**src/wspbe_pkg.sv**
```systemverilog
// Shared constants for the WS2812 pixel bit encoder.
package wspbe_pkg;

  localparam int unsigned ColorW     = 8;
  localparam int unsigned ProdW      = 2 * ColorW;
  localparam int unsigned WordW      = 3 * ColorW;
  localparam int unsigned TickW      = 8;
  localparam int unsigned CfgIdxW    = 2;
  localparam int unsigned SymCntW    = 5;

  // Configuration register indexes
  localparam logic [CfgIdxW-1:0] REG_BRIGHTNESS = 2'd0;
  localparam logic [CfgIdxW-1:0] REG_ZERO_HIGH  = 2'd1;
  localparam logic [CfgIdxW-1:0] REG_ONE_HIGH   = 2'd2;
  localparam logic [CfgIdxW-1:0] REG_PERIOD     = 2'd3;

  // Reset values of the configuration registers
  localparam logic [ColorW-1:0] BRIGHTNESS_RST = 8'd255;
  localparam logic [TickW-1:0]  ZERO_HIGH_RST  = 8'h14;
  localparam logic [TickW-1:0]  ONE_HIGH_RST   = 8'h28;
  localparam logic [TickW-1:0]  PERIOD_RST     = 8'h3C;

  // Index of the final symbol of a pixel
  localparam logic [SymCntW-1:0] LAST_SYM = 5'd23;

  // Floor of x / 255 for any x up to 255 * 255 (a product of two 8-bit values)
  function automatic logic [ColorW-1:0] div255(input logic [ProdW-1:0] x);
    logic [ProdW:0] t;
    t = {1'b0, x} + {{(ColorW+1){1'b0}}, x[ProdW-1:ColorW]} + {{ProdW{1'b0}}, 1'b1};
    return t[ProdW-1:ColorW];
  endfunction

endpackage

```
**src/ws2812_pixel_bit_encoder.sv**
```systemverilog
// WS2812 pixel bit encoder: scales a pixel and emits its 24 bit symbols.
//
// Input channel (in_valid/in_ready): one pixel per transfer, red, green and
// blue bytes plus a last-pixel flag. Each color is scaled by the brightness
// register as floor(c * brightness / 255).
// Output channel (out_valid/out_ready): 24 symbol transfers per pixel, green,
// red, blue, MSB first. Each carries the bit value, its high time and the low
// time (period minus high, floored at zero), plus pixel and frame end marks.
// Configuration: cfg_we with cfg_index and cfg_wdata writes a register;
// write only while the block is idle.
// Pipeline: multiply stage, divide-by-255 stage, symbol shifter, output
// register; a pixel passes through each in turn. The shifter hands out one
// symbol per cycle while the output register is free (out_ready or empty);
// a new pixel is accepted while earlier ones are still in flight.
// Reset: all stages empty, registers at their defaults (brightness 255,
// zero high 20, one high 40, period 60).
// Stall: when out_ready is low the output register holds its symbol and the
// stages behind it fill up and then drop in_ready; nothing is lost.
module ws2812_pixel_bit_encoder (
  input  logic                            clk,
  input  logic                            rst_n,
  input  logic                            in_valid,
  output logic                            in_ready,
  input  logic [wspbe_pkg::ColorW-1:0]    in_red,
  input  logic [wspbe_pkg::ColorW-1:0]    in_green,
  input  logic [wspbe_pkg::ColorW-1:0]    in_blue,
  input  logic                            in_last_pixel,
  output logic                            out_valid,
  input  logic                            out_ready,
  output logic                            out_data_bit,
  output logic [wspbe_pkg::TickW-1:0]     out_high_ticks,
  output logic [wspbe_pkg::TickW-1:0]     out_low_ticks,
  output logic                            out_pixel_end,
  output logic                            out_frame_end,
  input  logic                            cfg_we,
  input  logic [wspbe_pkg::CfgIdxW-1:0]   cfg_index,
  input  logic [wspbe_pkg::TickW-1:0]     cfg_wdata
);
  import wspbe_pkg::*;

  // Configuration registers
  logic [ColorW-1:0] brightness_r;
  logic [TickW-1:0]  zero_high_r;
  logic [TickW-1:0]  one_high_r;
  logic [TickW-1:0]  period_r;

  always_ff @(posedge clk) begin
    if (!rst_n) begin
      brightness_r <= BRIGHTNESS_RST;
      zero_high_r  <= ZERO_HIGH_RST;
      one_high_r   <= ONE_HIGH_RST;
      period_r     <= PERIOD_RST;
    end else if (cfg_we) begin
      case (cfg_index)
        REG_BRIGHTNESS: brightness_r <= cfg_wdata;
        REG_ZERO_HIGH:  zero_high_r  <= cfg_wdata;
        REG_ONE_HIGH:   one_high_r   <= cfg_wdata;
        REG_PERIOD:     period_r     <= cfg_wdata;
        default: ;
      endcase
    end
  end

  // Stage valids and flow control
  logic s1_v_r, s2_v_r, ser_v_r, out_v_r;
  logic s1_ready, s2_ready, ser_load, emit, out_free, ser_done;
  logic [SymCntW-1:0] sym_cnt_r;

  assign out_free = !out_v_r || out_ready;
  assign emit     = ser_v_r && out_free;
  assign ser_done = emit && (sym_cnt_r == LAST_SYM);
  assign ser_load = !ser_v_r || ser_done;
  assign s2_ready = !s2_v_r || ser_load;
  assign s1_ready = !s1_v_r || s2_ready;
  assign in_ready = s1_ready;

  // Stage 1: color times brightness
  logic [ProdW-1:0] prod_r_r, prod_g_r, prod_b_r;
  logic             s1_last_r;

  always_ff @(posedge clk) begin
    if (!rst_n) begin
      s1_v_r <= 1'b0;
    end else if (s1_ready) begin
      s1_v_r <= in_valid;
    end
  end

  always_ff @(posedge clk) begin
    if (s1_ready && in_valid) begin
      prod_r_r  <= ProdW'(in_red)   * ProdW'(brightness_r);
      prod_g_r  <= ProdW'(in_green) * ProdW'(brightness_r);
      prod_b_r  <= ProdW'(in_blue)  * ProdW'(brightness_r);
      s1_last_r <= in_last_pixel;
    end
  end

  // Stage 2: divide by 255 and pack in green, red, blue order
  logic [WordW-1:0] word_r;
  logic             s2_last_r;

  always_ff @(posedge clk) begin
    if (!rst_n) begin
      s2_v_r <= 1'b0;
    end else if (s2_ready) begin
      s2_v_r <= s1_v_r;
    end
  end

  always_ff @(posedge clk) begin
    if (s2_ready && s1_v_r) begin
      word_r    <= {div255(prod_g_r), div255(prod_r_r), div255(prod_b_r)};
      s2_last_r <= s1_last_r;
    end
  end

  // Stage 3: symbol shifter, MSB first
  logic [WordW-1:0]   shift_r;
  logic               ser_last_r;

  always_ff @(posedge clk) begin
    if (!rst_n) begin
      ser_v_r   <= 1'b0;
      sym_cnt_r <= '0;
    end else if (ser_load) begin
      ser_v_r   <= s2_v_r;
      sym_cnt_r <= '0;
    end else if (emit) begin
      sym_cnt_r <= sym_cnt_r + SymCntW'(1);
    end
  end

  always_ff @(posedge clk) begin
    if (ser_load) begin
      if (s2_v_r) begin
        shift_r    <= word_r;
        ser_last_r <= s2_last_r;
      end
    end else if (emit) begin
      shift_r <= {shift_r[WordW-2:0], 1'b0};
    end
  end

  // Symbol timing from the current bit
  logic             cur_bit;
  logic [TickW-1:0] high_nxt, low_nxt;

  always_comb begin
    cur_bit  = shift_r[WordW-1];
    high_nxt = cur_bit ? one_high_r : zero_high_r;
    low_nxt  = (period_r > high_nxt) ? (period_r - high_nxt) : '0;
  end

  // Output register
  logic             data_bit_r, pixel_end_r, frame_end_r;
  logic [TickW-1:0] high_r, low_r;

  always_ff @(posedge clk) begin
    if (!rst_n) begin
      out_v_r <= 1'b0;
    end else if (out_free) begin
      out_v_r <= ser_v_r;
    end
  end

  always_ff @(posedge clk) begin
    if (emit) begin
      data_bit_r  <= cur_bit;
      high_r      <= high_nxt;
      low_r       <= low_nxt;
      pixel_end_r <= (sym_cnt_r == LAST_SYM);
      frame_end_r <= (sym_cnt_r == LAST_SYM) && ser_last_r;
    end
  end

  assign out_valid      = out_v_r;
  assign out_data_bit   = data_bit_r;
  assign out_high_ticks = high_r;
  assign out_low_ticks  = low_r;
  assign out_pixel_end  = pixel_end_r;
  assign out_frame_end  = frame_end_r;

endmodule
```
**config.mk**
```make
export PLATFORM = sky130hd
export DESIGN_NAME = ws2812_pixel_bit_encoder
export DESIGN_NICKNAME = d
export VERILOG_FILES = /design/src/wspbe_pkg.sv /design/src/ws2812_pixel_bit_encoder.sv
export SDC_FILE = /design/constraint.sdc
export NUM_CORES = 1
export LEC_CHECK = 0
export BUFFER_PORTS_ARGS = -buffer_cell sky130_fd_sc_hd__buf_2
export CORE_ASPECT_RATIO = 1.75
export CORE_MARGIN = 3
export CORE_UTILIZATION = 65
export CTS_BUF_LIST = sky130_fd_sc_hd__clkbuf_8
export DETAILED_ROUTE_END_ITERATION = 8
export PLACE_DENSITY_LB_ADDON = 0.25
export SYNTH_ARGS = -nofsm -noshare
export SYNTH_HDL_FRONTEND = slang
export SYNTH_SLANG_ARGS = --single-unit
```
**constraint.sdc**
```tcl
create_clock -name clk -period 12.5 [get_ports clk]
set_input_delay 0.625 -clock clk [delete_from_list [all_inputs] [get_ports clk]]
set_output_delay 0.625 -clock clk [all_outputs]
set_load 0.02 [all_outputs]
```
### Word-level counts from Yosys, hierarchy flattened

Index checks and enable logic that the tools add are counted.

* multiply operators: 3
* reduce and logical (&&, ||, !) cells: 22
* $add $sub $neg: 8
* multiplexer cells: 4
* magnitude comparators: 1
* equality and inequality tests: 5
* bitwise logic cells: 1

Operators with widths (number)
* 24-bit two-way mux: 3
* 16-bit by 1-bit adder with 16-bit output, second input constant: 3
* 16-bit by 8-bit adder with 16-bit output: 3
* 8-bit by 8-bit multiplier with 16-bit output: 3
* 2-bit AND reduction: 6
* 8-bit > comparator: 1
* 8-bit two-way mux: 1
* 8-bit subtractor: 1
* 5-bit by 1-bit adder with 5-bit output, second input constant: 1
* 5-bit equality test, second input constant: 1
* 1-bit logical AND: 5
* 2-bit equality test, second input constant: 2
* 1-bit logical NOT: 4
* 1-bit logical OR: 4
* 2-bit by 1-bit equality test with 1-bit output, second input constant: 1
* 2-bit logical NOT: 1
* 2-bit != test, second input constant: 1
* 2-bit nonzero test: 1
* 2-bit OR reduction: 1
* 1-bit inverter: 1

* input bits: 40
* word-level logic and storage cells: 66
* register bits: 159
* output and inout bits: 21

### Longest topological paths before layout

Gate-level depths: netlist of the first run.

* word-level depth: 8
* gate-level depth with buffers: 17
* depth with buffers taken out: 16

### Worst setup path after synthesis of the first run

OpenSTA, ideal clock, no wires.

* path type: reg-to-reg
* start: register brightness_r[2]
* end: register prod_r_r[14] (data pin)
* arrival time: 3957 ps
* period minus slack after synthesis: 4215 ps
* data required time: 12242 ps
* path buffers: 1
* slack: 8285 ps
* stages on the path, launching flop included: 17
* library setup time: 258 ps
* cells stage by stage: dfxtp_1 clkbuf_1 nand2_1 fa_1 fa_1 inv_1 fa_1 inv_1 fa_1 inv_1 ha_1 o21a_1 o2111ai_1 o21ai_1 a21o_1 a21oi_1 xnor2_1

* word-level cells in the longest chain between the ends: 1

Ends and longest elaborated chain
* start: declaration: RTL line ws2812_pixel_bit_encoder.sv:42 `logic [ColorW-1:0] brightness_r;`
* start signal: assignment: RTL line ws2812_pixel_bit_encoder.sv:55 `REG_BRIGHTNESS: brightness_r <= cfg_wdata;`
* 8-bit by 8-bit multiplier with 16-bit output: RTL line ws2812_pixel_bit_encoder.sv:91 `prod_r_r <= ProdW'(in_red) * ProdW'(brightness_r);`
* end signal: assignment: RTL line ws2812_pixel_bit_encoder.sv:91
* end: declaration: RTL line ws2812_pixel_bit_encoder.sv:78 `logic [ProdW-1:0] prod_r_r, prod_g_r, prod_b_r;`

No other way between the ends.
A chain may end at the register's enable or synchronous reset.

### Worst setup path after layout of the first run

* start: register brightness_r[2]
* end: register prod_r_r[13] (data pin)

Same word-level chain as after synthesis.

==> results of run 1 <==
-- where the power goes --
| group | switching, mW | internal [mW] | total, mW | leakage (nW) |
|---|---|---|---|---|
| sequential | 0.0903 | 0.805 | 0.895 | 1.46 |
| clock | 0.194 | 0.156 | 0.350 | 0.186 |
| combinational | 0.977 | 0.828 | 1.81 | 4.64 |
| total | 1.26 | 1.79 | 3.05 | 6.29 |
-- area by class of cell --
class,count,area (sq um)
multi-input cells,935,7915
fillers,1464,5498
flip-flops and latches,159,4364
inverters,160,600.6
repair buffers,64,330.3
well taps,241,301.5
clock buffers,17,234.0
clock inverters,14,118.9
diodes,1,2.502
-- path summary, 6_finish.rpt --
| path | startpoint | endpoint | slack [ns] | depth (start not counted) |
|---|---|---|---|---|
| max | brightness_r[2] | prod_r_r[13] | 7.82 | 15 |
| min | in_last_pixel | s1_last_r | 0.34 | 1 |
| max reg2reg | brightness_r[2] | prod_r_r[13] | 7.82 | 15 |
| min reg2reg | s1_last_r | s2_last_r | 0.44 | 0 |
-- worst max-delay path, cell delays in order (launching register included) --
cell and delay [ns]:
dfxtp_1 0.83, nand2_1 0.19, fa_1 0.56, fa_1 0.56, inv_1 0.05, fa_1 0.48
inv_1 0.05, fa_1 0.48, inv_1 0.04, ha_1 0.32, o21a_1 0.15, o31ai_2 0.08
a21oi_1 0.19, a41oi_1 0.17, and2b_1 0.20, xnor2_1 0.12
-- metal layers --
metal | vias to the layer above | routed length, um
li1 | 4335 | -
met1 | 4328 | 9563
met2 | 179 | 13350
met3 | 60 | 630
met4 | 0 | 898
met5 | - | 0
-- state kept, by name, summed over array words and instances (netlist names), 5 cells and up --
signal / count
brightness_r: 8
one_high_r: 8
out_high_ticks: 8
out_low_ticks: 8
period_r: 8
prod_b_r: 16
prod_g_r: 16
prod_r_r: 16
shift_r: 24
sym_cnt_r: 5
word_r: 24
zero_high_r: 8
-- placed cells by master, fill, tap and decap left out, types with 8 or more instances in the layout --
cell type	count
nand2_1	193
inv_1	162
and2_1	156
ha_1	138
edfxtp_1	118
fa_1	109
buf_2	60
xnor2_1	43
dfxtp_1	41
nor2_1	36
nand3_1	26
a21oi_1	25
a21boi_0	23
o21ai_0	22
nor3_1	18
o21a_1	18
clkbuf_8	17
xor2_1	14
nor2b_1	12
a21o_1	12
nand4_1	12
nand2b_1	8
mux2i_1	8
-- Yosys cell counts (all sizes together), types with 13 or more instances --
cell | count | area [sq um]
dfxtp | 41 | 820.8
nand2 | 193 | 724.4
inv | 160 | 600.6
nor2 | 37 | 141.4
edfxtp | 118 | 3543
nand3 | 26 | 130.1
ha | 138 | 1727
fa | 109 | 2182
xnor2 | 43 | 376.6
and2 | 156 | 975.9
a21boi | 25 | 187.7
nor3 | 19 | 100.1
clkbuf | 29 | 108.9
xor2 | 14 | 122.6
nor2b | 13 | 81.33
a21oi | 27 | 142.6
o21ai | 28 | 143.9
o21a | 18 | 135.1
-- kinds of logic (layout without fill, tap and decap cells) --
kind of cell             count (synthesis)  in the layout  share of synthesized area
AND/OR/NAND/NOR                        480            480                     0.1839
XOR/XNOR                                57             57                    0.03842
adder cells (fa/ha/maj)                247            247                     0.3008
other                                    0              1                          0
AO/OA/AOI/OAI                          141            141                    0.07646
buffers and inverters                  194            255                    0.05653
flip-flops                             159            159                     0.3359
multiplexers                            10             10                   0.007897
-- stage by stage --
step             util  instances  setup slack, ns
6_report       0.7161       1591            7.816
5_1_grt        0.7161       1591            7.560
4_1_cts        0.7160       1590            7.826
3_5_place_dp   0.6977       1559            7.828
3_3_place_gp   0.6977       1559            7.918
2_1_floorplan       -       1288            8.285
==> load_flow_metrics.sql, run 1 <==
INSERT INTO impl_metrics (metric_group, metric, value, unit) VALUES
('timing', 'max_freq', '213.5', 'MHz'),
('timing', 'finalSetupViolCount', '0', ''),
('synth', 'mappedNetlistArea', '12990', 'sq um'),
('job', 'maxCapViolCount', '0', ''),
('global_route', 'track_usage', '0.2413', ''),
('global_route', 'global_route_wire_length_before_repair', '42.59', 'mm'),
('detailed_routing', 'drt_first_pass_iters', '5', ''),
('pwr', 'static_leakage', '6.288', 'nW'),
('hold_path', 'hp-class', 'input port to register', ''),
('placement', 'port_buffers', '60', ''),
('critical_path', 'data_required_time_at_the_worst_endpoint', '12.72', 'ns'),
('pwr', 'power.density', '220.0', 'nW/um^2'),
('clock_network', 'post_cts_resize_count', '0', ''),
('clock_network', 'cts-hold-fix-buffers', '0', ''),
('cells_and_area', 'syn2layout_area_growth', '6.731', '%'),
('clock_network', 'cts_made_buffers', '17', ''),
('synth', 'syn-instance-count', '1288', ''),
('outcome', 'run_status', 'completed', ''),
('detailed_routing', 'drc', '0', ''),
('detailed_routing', 'routed-via-count', '8902', ''),
('placement', 'hpwl', '19.39', 'mm'),
('timing', 'timing.final.crit_period', '4.684', 'ns'),
('cells_and_area', 'layout.cell_area.non_filler', '13870', 'sq um'),
('timing', 'slew_headroom', '0.2079', ''),
('clock_network', 'cts_htree_levels', '4', ''),
('detailed_routing', 'final_antenna_net_count', '0', ''),
('global_route', 'first_global_vias', '9354', ''),
('timing', 'fin_tns_setup', '0', 'ns'),
('placement', 'placedInstanceArea', '13510', 'sq um'),
('detailed_routing', 'via_per_inst', '5.595', ''),
('timing', 'timing_hold_violations_final', '0', ''),
('die', 'start_util', '0.6709', ''),
('critical_path', 'startpoint_type', 'register', ''),
('cells_and_area', 'share_of_final_layout_standard_cells_stronger_than_drive_strength_1', '0.08377', ''),
('global_route', 'use_met2', '0.4571', ''),
('detailed_routing', 'wl_per_cell', '15.36', 'um'),
('global_route', 'use_met1', '0.2726', ''),
('synth', 'synth_nets', '1575', ''),
('clock_network', 'post-cts-setup-buffers', '0', ''),
('cells_and_area', 'final_nets', '1624', ''),
('clock_network', 'tritoncts_clock_tree', 'done', ''),
('synth', 'syn_avg_cell_area', '10.09', 'sq um'),
('pwr', 'final_power', '3.050', 'mW'),
('timing', 'rsz_0062_raised_after_global_routing', 'no', ''),
('die', 'horizontal_extent_of_the_die', '112.9', 'um'),
('timing', 'final.period_utilization', '0.3747', ''),
('critical_path', 'timing.critical_path.to_type', 'register', ''),
('die', 'standard_cell_core_area', '19360', 'sq um'),
('synth', 'synthFlopType', 'edfxtp_1', ''),
('clock_network', 'ctsRootBufferMaster', 'clkbuf_8', ''),
('timing', 'count_of_final_max_slew_check_failures', '0', ''),
('clock_network', 'clock_insertion_delay_at_the_later_pin_of_the_skew_report', '0.46', 'ns'),
('timing', 'finClkSkew', '0.01407', 'ns'),
('synth', 'synth_edf_count', '118', ''),
('pwr', 'vdd_ir_drop_max', '0.2013', 'mV'),
('die', 'ios', '61', ''),
('clock_network', 'sink_count_of_the_clock_tree', '159', ''),
('synth', 'synth.yosys.warnings', '0', ''),
('synth', 'synth-seq-area-share', '0.3359', ''),
('timing', 'worst_hold_slack', '0.3440', 'ns'),
('critical_path', 'timing.setup.critical_path_class', 'register to register', ''),
('timing', 'timing_worst_slew_pin_value', '1.183', 'ns'),
('synth', 'async_reset_ff_frac', '0', ''),
('synth', 'synth.distinct_cells', '58', ''),
('global_route', 'antenna_found_initial', '1', ''),
('global_route', 'global_route.overflow_total', '0', ''),
('global_route', 'met3_usage', '0.02249', ''),
('synth', 'postSynthRegisterBits', '159', ''),
('detailed_routing', 'initialDrtViolationCount', '486', ''),
('die', 'row_count', '67', ''),
('detailed_routing', 'wirelength', '24.44', 'mm'),
('critical_path', 'critical_path.max_fanout', '25', ''),
('global_route', 'grt_max_degree', '50', ''),
('global_route', 'grt-busiest-layer', 'met2', ''),
('die', 'die_boundary_height', '193.0', 'um'),
('clock_network', 'clk_pin_slew_worst_paths', '0.09', 'ns'),
('placement', 'finalWeightedCongestion', '0.8721', ''),
('critical_path', 'crit_arrival', '4.91', 'ns'),
('clock_network', 'cts.path.max_buffers', '2', ''),
('die', 'total_die_area', '21790', 'sq um');
No activity file was read; power rests on OpenSTA's default activity.
==> run 2, diff against run 1 <==
==> constraint.sdc (replaced) <==
create_clock -name clk -period 4.72 [get_ports clk]
set_input_delay 0.236 -clock clk [delete_from_list [all_inputs] [get_ports clk]]
set_output_delay 0.236 -clock clk [all_outputs]
set_load 0.02 [all_outputs]
==> load_flow_metrics.sql, run 2 (same netlist as run 1, synthesis figures left out) <==
INSERT INTO impl_metrics (metric_group, metric, value, unit) VALUES
('placement', 'port_buffers', '60', ''),
('timing', 'finalSetupViolCount', '0', ''),
('detailed_routing', 'routed-via-count', '9066', ''),
('critical_path', 'timing.critical_path.to_type', 'register', ''),
('timing', 'worst_hold_slack', '0.05911', 'ns'),
('detailed_routing', 'initialDrtViolationCount', '418', ''),
('global_route', 'track_usage', '0.2491', ''),
('pwr', 'final_power', '8.245', 'mW'),
('pwr', 'vdd_ir_drop_max', '0.5351', 'mV'),
('clock_network', 'cts_htree_levels', '4', ''),
('critical_path', 'crit-reg2reg-launch', 'brightness_r[2]', ''),
('pwr', 'static_leakage', '6.360', 'nW'),
('critical_path', 'worst-r2r-cell-count', '14', ''),
('placement', 'pre_cts_slack', '0.2794', 'ns'),
('pwr', 'swShare', '0.4188', ''),
('detailed_routing', 'drc', '0', ''),
('clock_network', 'clk_pin_slew_worst_paths', '0.09', 'ns'),
('critical_path', 'critPathMostFrequentCell', 'fa_1', ''),
('timing', 'final.period_utilization', '0.9326', ''),
('critical_path', 'max_stage_delay_cell_worst_path', 'dfxtp_1', ''),
('clock_network', 'ctsRootBufferMaster', 'clkbuf_8', ''),
('critical_path', 'critical-path-max-stage-delay', '0.61', 'ns'),
('die', 'ios', '61', ''),
('detailed_routing', 'wirelength', '25.55', 'mm'),
('placement', 'finalWeightedCongestion', '0.8319', ''),
('pwr', 'clockPowerShare', '0.120', ''),
('clock_network', 'tritoncts_clock_tree', 'done', ''),
('pwr', 'power.density', '588.3', 'nW/um^2'),
('timing', 'timing_hold_violations_final', '0', ''),
('global_route', 'global_route_wire_length_before_repair', '43.58', 'mm'),
('cells_and_area', 'syn2layout_area_growth', '7.868', '%'),
('cells_and_area', 'share_of_final_layout_standard_cells_stronger_than_drive_strength_1', '0.09545', ''),
('hold_path', 'min_delay_worst_endpoint', 'one_high_r[5]', ''),
('timing', 'timing_worst_slew_pin_value', '0.9860', 'ns'),
('die', 'standard_cell_core_area', '19360', 'sq um'),
('job', 'maxCapViolCount', '0', ''),
('pwr', 'p_switching', '3.453', 'mW'),
('cells_and_area', 'mostFrequentLayoutCell', 'nand2_1', ''),
('timing', 'max_freq', '227.2', 'MHz'),
('die', 'die_boundary_height', '193.0', 'um'),
('critical_path', 'timing.rr.end', 'prod_g_r[12]', ''),
('clock_network', 'cts.path.max_buffers', '2', ''),
('timing', 'timing.final.crit_period', '4.402', 'ns'),
('clock_network', 'sink_count_of_the_clock_tree', '159', ''),
('global_route', 'antenna_found_initial', '0', ''),
('critical_path', 'startpoint_type', 'register', ''),
('critical_path', 'crit_arrival', '4.60', 'ns'),
('hold_path', 'hold_path.startpoint', 'cfg_wdata[5]', ''),
('placement', 'hpwl', '20.08', 'mm'),
('cells_and_area', 'diodes_inserted', '0', ''),
('cells_and_area', 'biggest_regs', 'shift_r (24), word_r (24)', ''),
('die', 'total_die_area', '21790', 'sq um'),
('hold_path', 'hp-class', 'input port to register', ''),
('critical_path', 'timing.setup.critical_path_class', 'register to register', ''),
('pwr', 'pwr-share-comb', '0.593', ''),
('critical_path', 'critical_path.max_fanout', '15', ''),
('pwr', 'internal_power', '4.792', 'mW'),
('critical_path', 'ordered_list_of_cells_on_the_worst_path', 'buf_4 -> and2_1 -> fa_1 -> fa_1 -> fa_1 -> inv_1 -> fa_1 -> inv_1 -> ha_1 -> o21ai_0 -> nand2b_1 -> a31o_2 -> a21oi_1 -> xnor2_1', ''),
('global_route', 'first_global_vias', '9526', ''),
('clock_network', 'clock_insertion_delay_at_the_later_pin_of_the_skew_report', '0.46', 'ns'),
('critical_path', 'reg2reg_slack', '0.32', 'ns'),
('timing', 'count_of_final_max_slew_check_failures', '0', ''),
('detailed_routing', 'wl_per_cell', '15.94', 'um'),
('hold_path', 'hold_depth', '3', ''),
('detailed_routing', 'final_antenna_net_count', '0', ''),
('clock_network', 'cts_made_buffers', '17', ''),
('critical_path', 'data_required_time_at_the_worst_endpoint', '4.92', 'ns'),
('detailed_routing', 'via_per_inst', '5.656', ''),
('pwr', 'seq_power_share', '0.287', ''),
('detailed_routing', 'drt_first_pass_iters', '5', ''),
('cells_and_area', 'final_nets', '1636', ''),
('timing', 'slew_headroom', '0.3427', ''),
('outcome', 'run_status', 'completed', ''),
('die', 'horizontal_extent_of_the_die', '112.9', 'um'),
('timing', 'finClkSkew', '0.02093', 'ns'),
('die', 'start_util', '0.6709', ''),
('cells_and_area', 'most-common-layout-cells', 'nand2_1, inv_1, and2_1', ''),
('global_route', 'grt_max_degree', '38', ''),
('global_route', 'global_route.overflow_total', '0', ''),
('timing', 'final_critical_path_setup_slack', '0.3180', 'ns'),
('die', 'row_count', '67', '');
run 2: final cells by class:
| cell class | count | area, sq um |
|---|---|---|
| Multi-Input combinational cell | 935 | 7920 |
| Fill cell | 1411 | 5350 |
| Sequential cell | 159 | 4367 |
| Inverter | 160 | 600.6 |
| Timing Repair Buffer | 76 | 435.4 |
| Tap cell | 241 | 301.5 |
| Clock buffer | 19 | 261.5 |
| Clock inverter | 13 | 128.9 |
run 2: worst max-delay path by stage:
| stage | from | cells past startpoint | to |
|---|---|---|---|
| after global routing | brightness_r[2] | 14 | prod_b_r[14] |
| after detailed placement | brightness_r[4] | 15 | prod_b_r[14] |
| after CTS | brightness_r[4] | 15 | prod_b_r[14] |
| after floorplan | brightness_r[2] | 16 | prod_r_r[14] |
| final | brightness_r[2] | 14 | prod_g_r[12] |
| after global placement | brightness_r[3] | 14 | prod_b_r[14] |
run 2: repair_timing:
item                                   CTS  global route
endpoints found under the hold margin    1             0
gates resized for setup                  0             3
hold buffers                             1             0
setup endpoints to repair                0             1
buffers inserted                         0             0
run 2: power by group through the flow:
stage          combinational (mW)  clock (mW)  sequential (mW)
5_1_grt                      5.62        1.06             2.39
3_3_place_gp                 4.68           0             2.38
3_5_place_dp                 4.85           0             2.39
4_1_cts                      4.90        1.00             2.36
6_report                     4.89       0.989             2.37
2_1_floorplan                3.87           0             2.30
run 2: layer usage:
| metal | global-route usage | vias up | share of wire |
|---|---|---|---|
| met1 | 0.2768 | 4426 | 0.38 |
| met3 | 0.03342 | 51 | 0.038 |
| met2 | 0.4774 | 226 | 0.55 |
| li1 | - | 4363 | - |
| met5 | 0 | - | 0 |
| met4 | 0.09486 | 0 | 0.030 |
run 2: through the flow:
step | instance area [sq um] | setup TNS, ns | instances | utilization
final | 14010 | 0 | 1603 | 0.7237
after global routing | 14010 | -0.01973 | 1603 | 0.7237
after CTS | 14010 | 0 | 1603 | 0.7233
after detailed placement | 13610 | 0 | 1570 | 0.7027
after global placement | 13610 | 0 | 1570 | 0.7027
after floorplan | 12990 | 0 | 1288 | -
run 2: worst max-delay path, delay by kind of cell, from the launching register on:
| family | cells | cell delay, ns |
|---|---|---|
| compound gates | 3 | 0.60 |
| xor+xnor | 1 | 0.09 |
| fa+ha+maj | 5 | 2.24 |
| buf+inv | 3 | 0.35 |
| flops | 1 | 0.61 |
| simple gates | 2 | 0.26 |
==> run 3, diff against run 2 <==
--- a/config.mk
+++ b/config.mk
@@ -6,8 +6,8 @@
 export NUM_CORES = 1
 export LEC_CHECK = 0
 export BUFFER_PORTS_ARGS = -buffer_cell sky130_fd_sc_hd__buf_2
+export CAP_MARGIN = 20
 export CORE_ASPECT_RATIO = 1.75
-export CORE_MARGIN = 3
 export CORE_UTILIZATION = 65
 export CTS_BUF_LIST = sky130_fd_sc_hd__clkbuf_8
 export DETAILED_ROUTE_END_ITERATION = 8
==> constraint.sdc (replaced) <==
create_clock -name clk -period 4.95 [get_ports clk]
set_input_delay 0.2475 -clock clk [delete_from_list [all_inputs] [get_ports clk]]
set_output_delay 0.2475 -clock clk [all_outputs]
set_load 0.02 [all_outputs]
==> load_flow_metrics.sql, run 3 (same netlist as run 1, synthesis figures left out) <==
INSERT INTO impl_metrics (metric_group, metric, value, unit) VALUES
('pwr', 'internal_power', '4.682', 'mW'),
('timing', 'max_freq', '225.0', 'MHz'),
('global_route', 'grt_max_degree', '50', ''),
('timing', 'timing.final.crit_period', '4.444', 'ns'),
('critical_path', 'startpoint_type', 'register', ''),
('critical_path', 'critical_path.max_fanout', '15', ''),
('clock_network', 'cts_made_buffers', '17', ''),
('detailed_routing', 'wl_per_cell', '15.74', 'um'),
('timing', 'fin_tns_setup', '0', 'ns'),
('timing', 'count_of_final_max_slew_check_failures', '0', ''),
('cells_and_area', 'n_fill_cell', '1449', ''),
('die', 'ios', '61', ''),
('detailed_routing', 'wirelength', '25.34', 'mm'),
('die', 'horizontal_extent_of_the_die', '108.9', 'um'),
('job', 'maxCapViolCount', '0', ''),
('global_route', 'global_route_wire_length_before_repair', '42.83', 'mm'),
('critical_path', 'timing.setup.critical_path_class', 'register to register', ''),
('clock_network', 'cts.path.max_buffers', '2', ''),
('cells_and_area', 'mostFrequentLayoutCell', 'nand2_1', ''),
('clock_network', 'clk_pin_slew_worst_paths', '0.09', 'ns'),
('timing', 'rsz_0062_raised_after_global_routing', 'no', ''),
('timing', 'timing_hold_violations_final', '0', ''),
('cells_and_area', 'share_of_final_layout_standard_cells_stronger_than_drive_strength_1', '0.09184', ''),
('critical_path', 'timing.critical_path.to_type', 'register', ''),
('critical_path', 'data_required_time_at_the_worst_endpoint', '5.17', 'ns'),
('placement', 'finalWeightedCongestion', '0.8587', ''),
('outcome', 'run_status', 'completed', ''),
('clock_network', 'ctsRootBufferMaster', 'clkbuf_8', ''),
('cells_and_area', 'multi_input_comb_area', '7915', 'sq um'),
('die', 'total_die_area', '20580', 'sq um'),
('global_route', 'antenna_found_initial', '4', ''),
('pwr', 'static_leakage', '6.380', 'nW'),
('placement', 'port_buffers', '60', ''),
('detailed_routing', 'via_per_inst', '5.565', ''),
('pwr', 'p_switching', '3.219', 'mW'),
('cells_and_area', 'biggest_regs', 'shift_r (24), word_r (24)', ''),
('timing', 'slew_headroom', '0.3282', ''),
('clock_network', 'clock_insertion_delay_at_the_later_pin_of_the_skew_report', '0.46', 'ns'),
('die', 'standard_cell_core_area', '19650', 'sq um'),
('cells_and_area', 'layout.cell_area.non_filler', '14060', 'sq um'),
('clock_network', 'cts_htree_levels', '4', ''),
('timing', 'finalSetupViolCount', '0', ''),
('detailed_routing', 'routed-via-count', '8960', ''),
('cells_and_area', 'most-common-layout-cells', 'nand2_1, inv_1, and2_1', ''),
('pwr', 'power.density', '561.9', 'nW/um^2'),
('global_route', 'first_global_vias', '9421', ''),
('detailed_routing', 'drt_first_pass_iters', '5', ''),
('clock_network', 'post-cts-setup-buffers', '0', ''),
('placement', 'placedInstanceArea', '13580', 'sq um'),
('die', 'start_util', '0.6611', ''),
('timing', 'finClkSkew', '0.01675', 'ns'),
('clock_network', 'sink_count_of_the_clock_tree', '159', ''),
('clock_network', 'post_cts_resize_count', '0', ''),
('cells_and_area', 'regArea', '4364', 'sq um'),
('pwr', 'swShare', '0.4075', ''),
('detailed_routing', 'initialDrtViolationCount', '401', ''),
('cells_and_area', 'final_nets', '1635', ''),
('pwr', 'seq_power_share', '0.284', ''),
('pwr', 'clockPowerShare', '0.130', ''),
('cells_and_area', 'syn2layout_area_growth', '8.224', '%'),
('timing', 'final.period_utilization', '0.8977', ''),
('die', 'die_boundary_height', '189.0', 'um'),
('placement', 'hpwl', '20.37', 'mm'),
('global_route', 'track_usage', '0.2698', ''),
('pwr', 'vdd_ir_drop_max', '0.4513', 'mV'),
('hold_path', 'hp-class', 'input port to register', ''),
('global_route', 'global_route.overflow_total', '0', ''),
('pwr', 'pwr-share-comb', '0.586', ''),
('die', 'row_count', '68', ''),
('critical_path', 'crit_arrival', '4.66', 'ns'),
('timing', 'timing_worst_slew_pin_value', '1.008', 'ns'),
('detailed_routing', 'drc', '0', ''),
('clock_network', 'tritoncts_clock_tree', 'done', ''),
('detailed_routing', 'final_antenna_net_count', '0', '');
==> run 3: cell count changes in the layout (fill, tap and decap cells not counted), moves of 2 or more <==
cell,change
inv_4,+3
clkinv_4,-4
bufinv_16,+2
diode_2,+4
inv_6,-2
dfxtp_1,+2
dfxtp_2,-2
==> run 3: per-stage QoR <==
| step | hold WS [ns] | util | cells | worst slack (ns) | power (mW) |
|---|---|---|---|---|---|
| floorplan | 0.3464 | - | 1288 | 0.7355 | 5.886 |
| global placement | 0.4093 | 0.6912 | 1572 | 0.6069 | 6.713 |
| detailed placement | 0.4059 | 0.6912 | 1572 | 0.4954 | 6.886 |
| CTS | 0.03490 | 0.7135 | 1605 | 0.4940 | 7.958 |
| global route | 0.04791 | 0.7154 | 1610 | 0.1993 | 8.667 |
| finish | 0.05628 | 0.7154 | 1610 | 0.5064 | 7.901 |
==> run 3: area by class of cell <==
type,count,share of cell area
diodes,4,0.0007119
clock buffers,20,0.01958
clock inverters,12,0.01095
inverters,160,0.04271
multi-input cells,935,0.5629
flip-flops and latches,159,0.3104
well taps,245,0.02180
repair buffers,75,0.03097
==> run 3: power by group through the flow <==
stage / Combinational [mW] / Sequential (mW) / Clock [mW]
6_report: 4.63 / 2.25 / 1.03
5_1_grt: 5.30 / 2.27 / 1.10
4_1_cts: 4.67 / 2.25 / 1.04
3_5_place_dp: 4.61 / 2.28 / 0
3_3_place_gp: 4.45 / 2.26 / 0
2_1_floorplan: 3.69 / 2.20 / 0
==> run 3: worst max-delay path: stages, from the launching register on <==
cell	delay, ns
dfxtp_1	0.60
buf_4	0.25
and2_1	0.16
fa_1	0.47
fa_1	0.52
fa_1	0.50
inv_1	0.05
fa_1	0.47
inv_1	0.04
ha_1	0.22
a21o_1	0.19
a21o_1	0.17
a21o_1	0.16
a21oi_1	0.18
nand3_1	0.08
nor3b_1	0.14
==> run 3: per-layer routing <==
metal  part of all wire  track usage
met1               0.38       0.2925
met2               0.56       0.5002
met3              0.030      0.04062
met4              0.037       0.1247
met5                  0            0
==> run 3: path summary, 6_finish.rpt <==
kind	endpoint	slack [ns]	from	cells after the start
worst max-delay path	prod_g_r[15]	0.51	brightness_r[3]	15
worst min-delay path	one_high_r[5]	0.06	cfg_wdata[5]	3
worst max register to register	prod_g_r[15]	0.51	brightness_r[3]	15
worst min register to register	ser_last_r	0.44	s2_last_r	0
==> run 3: timing repair <==
action                                  in CTS  in global routing
hold buffers                                 1                  0
endpoints found under the setup margin       0                  0
hold endpoints to repair                     1                  0
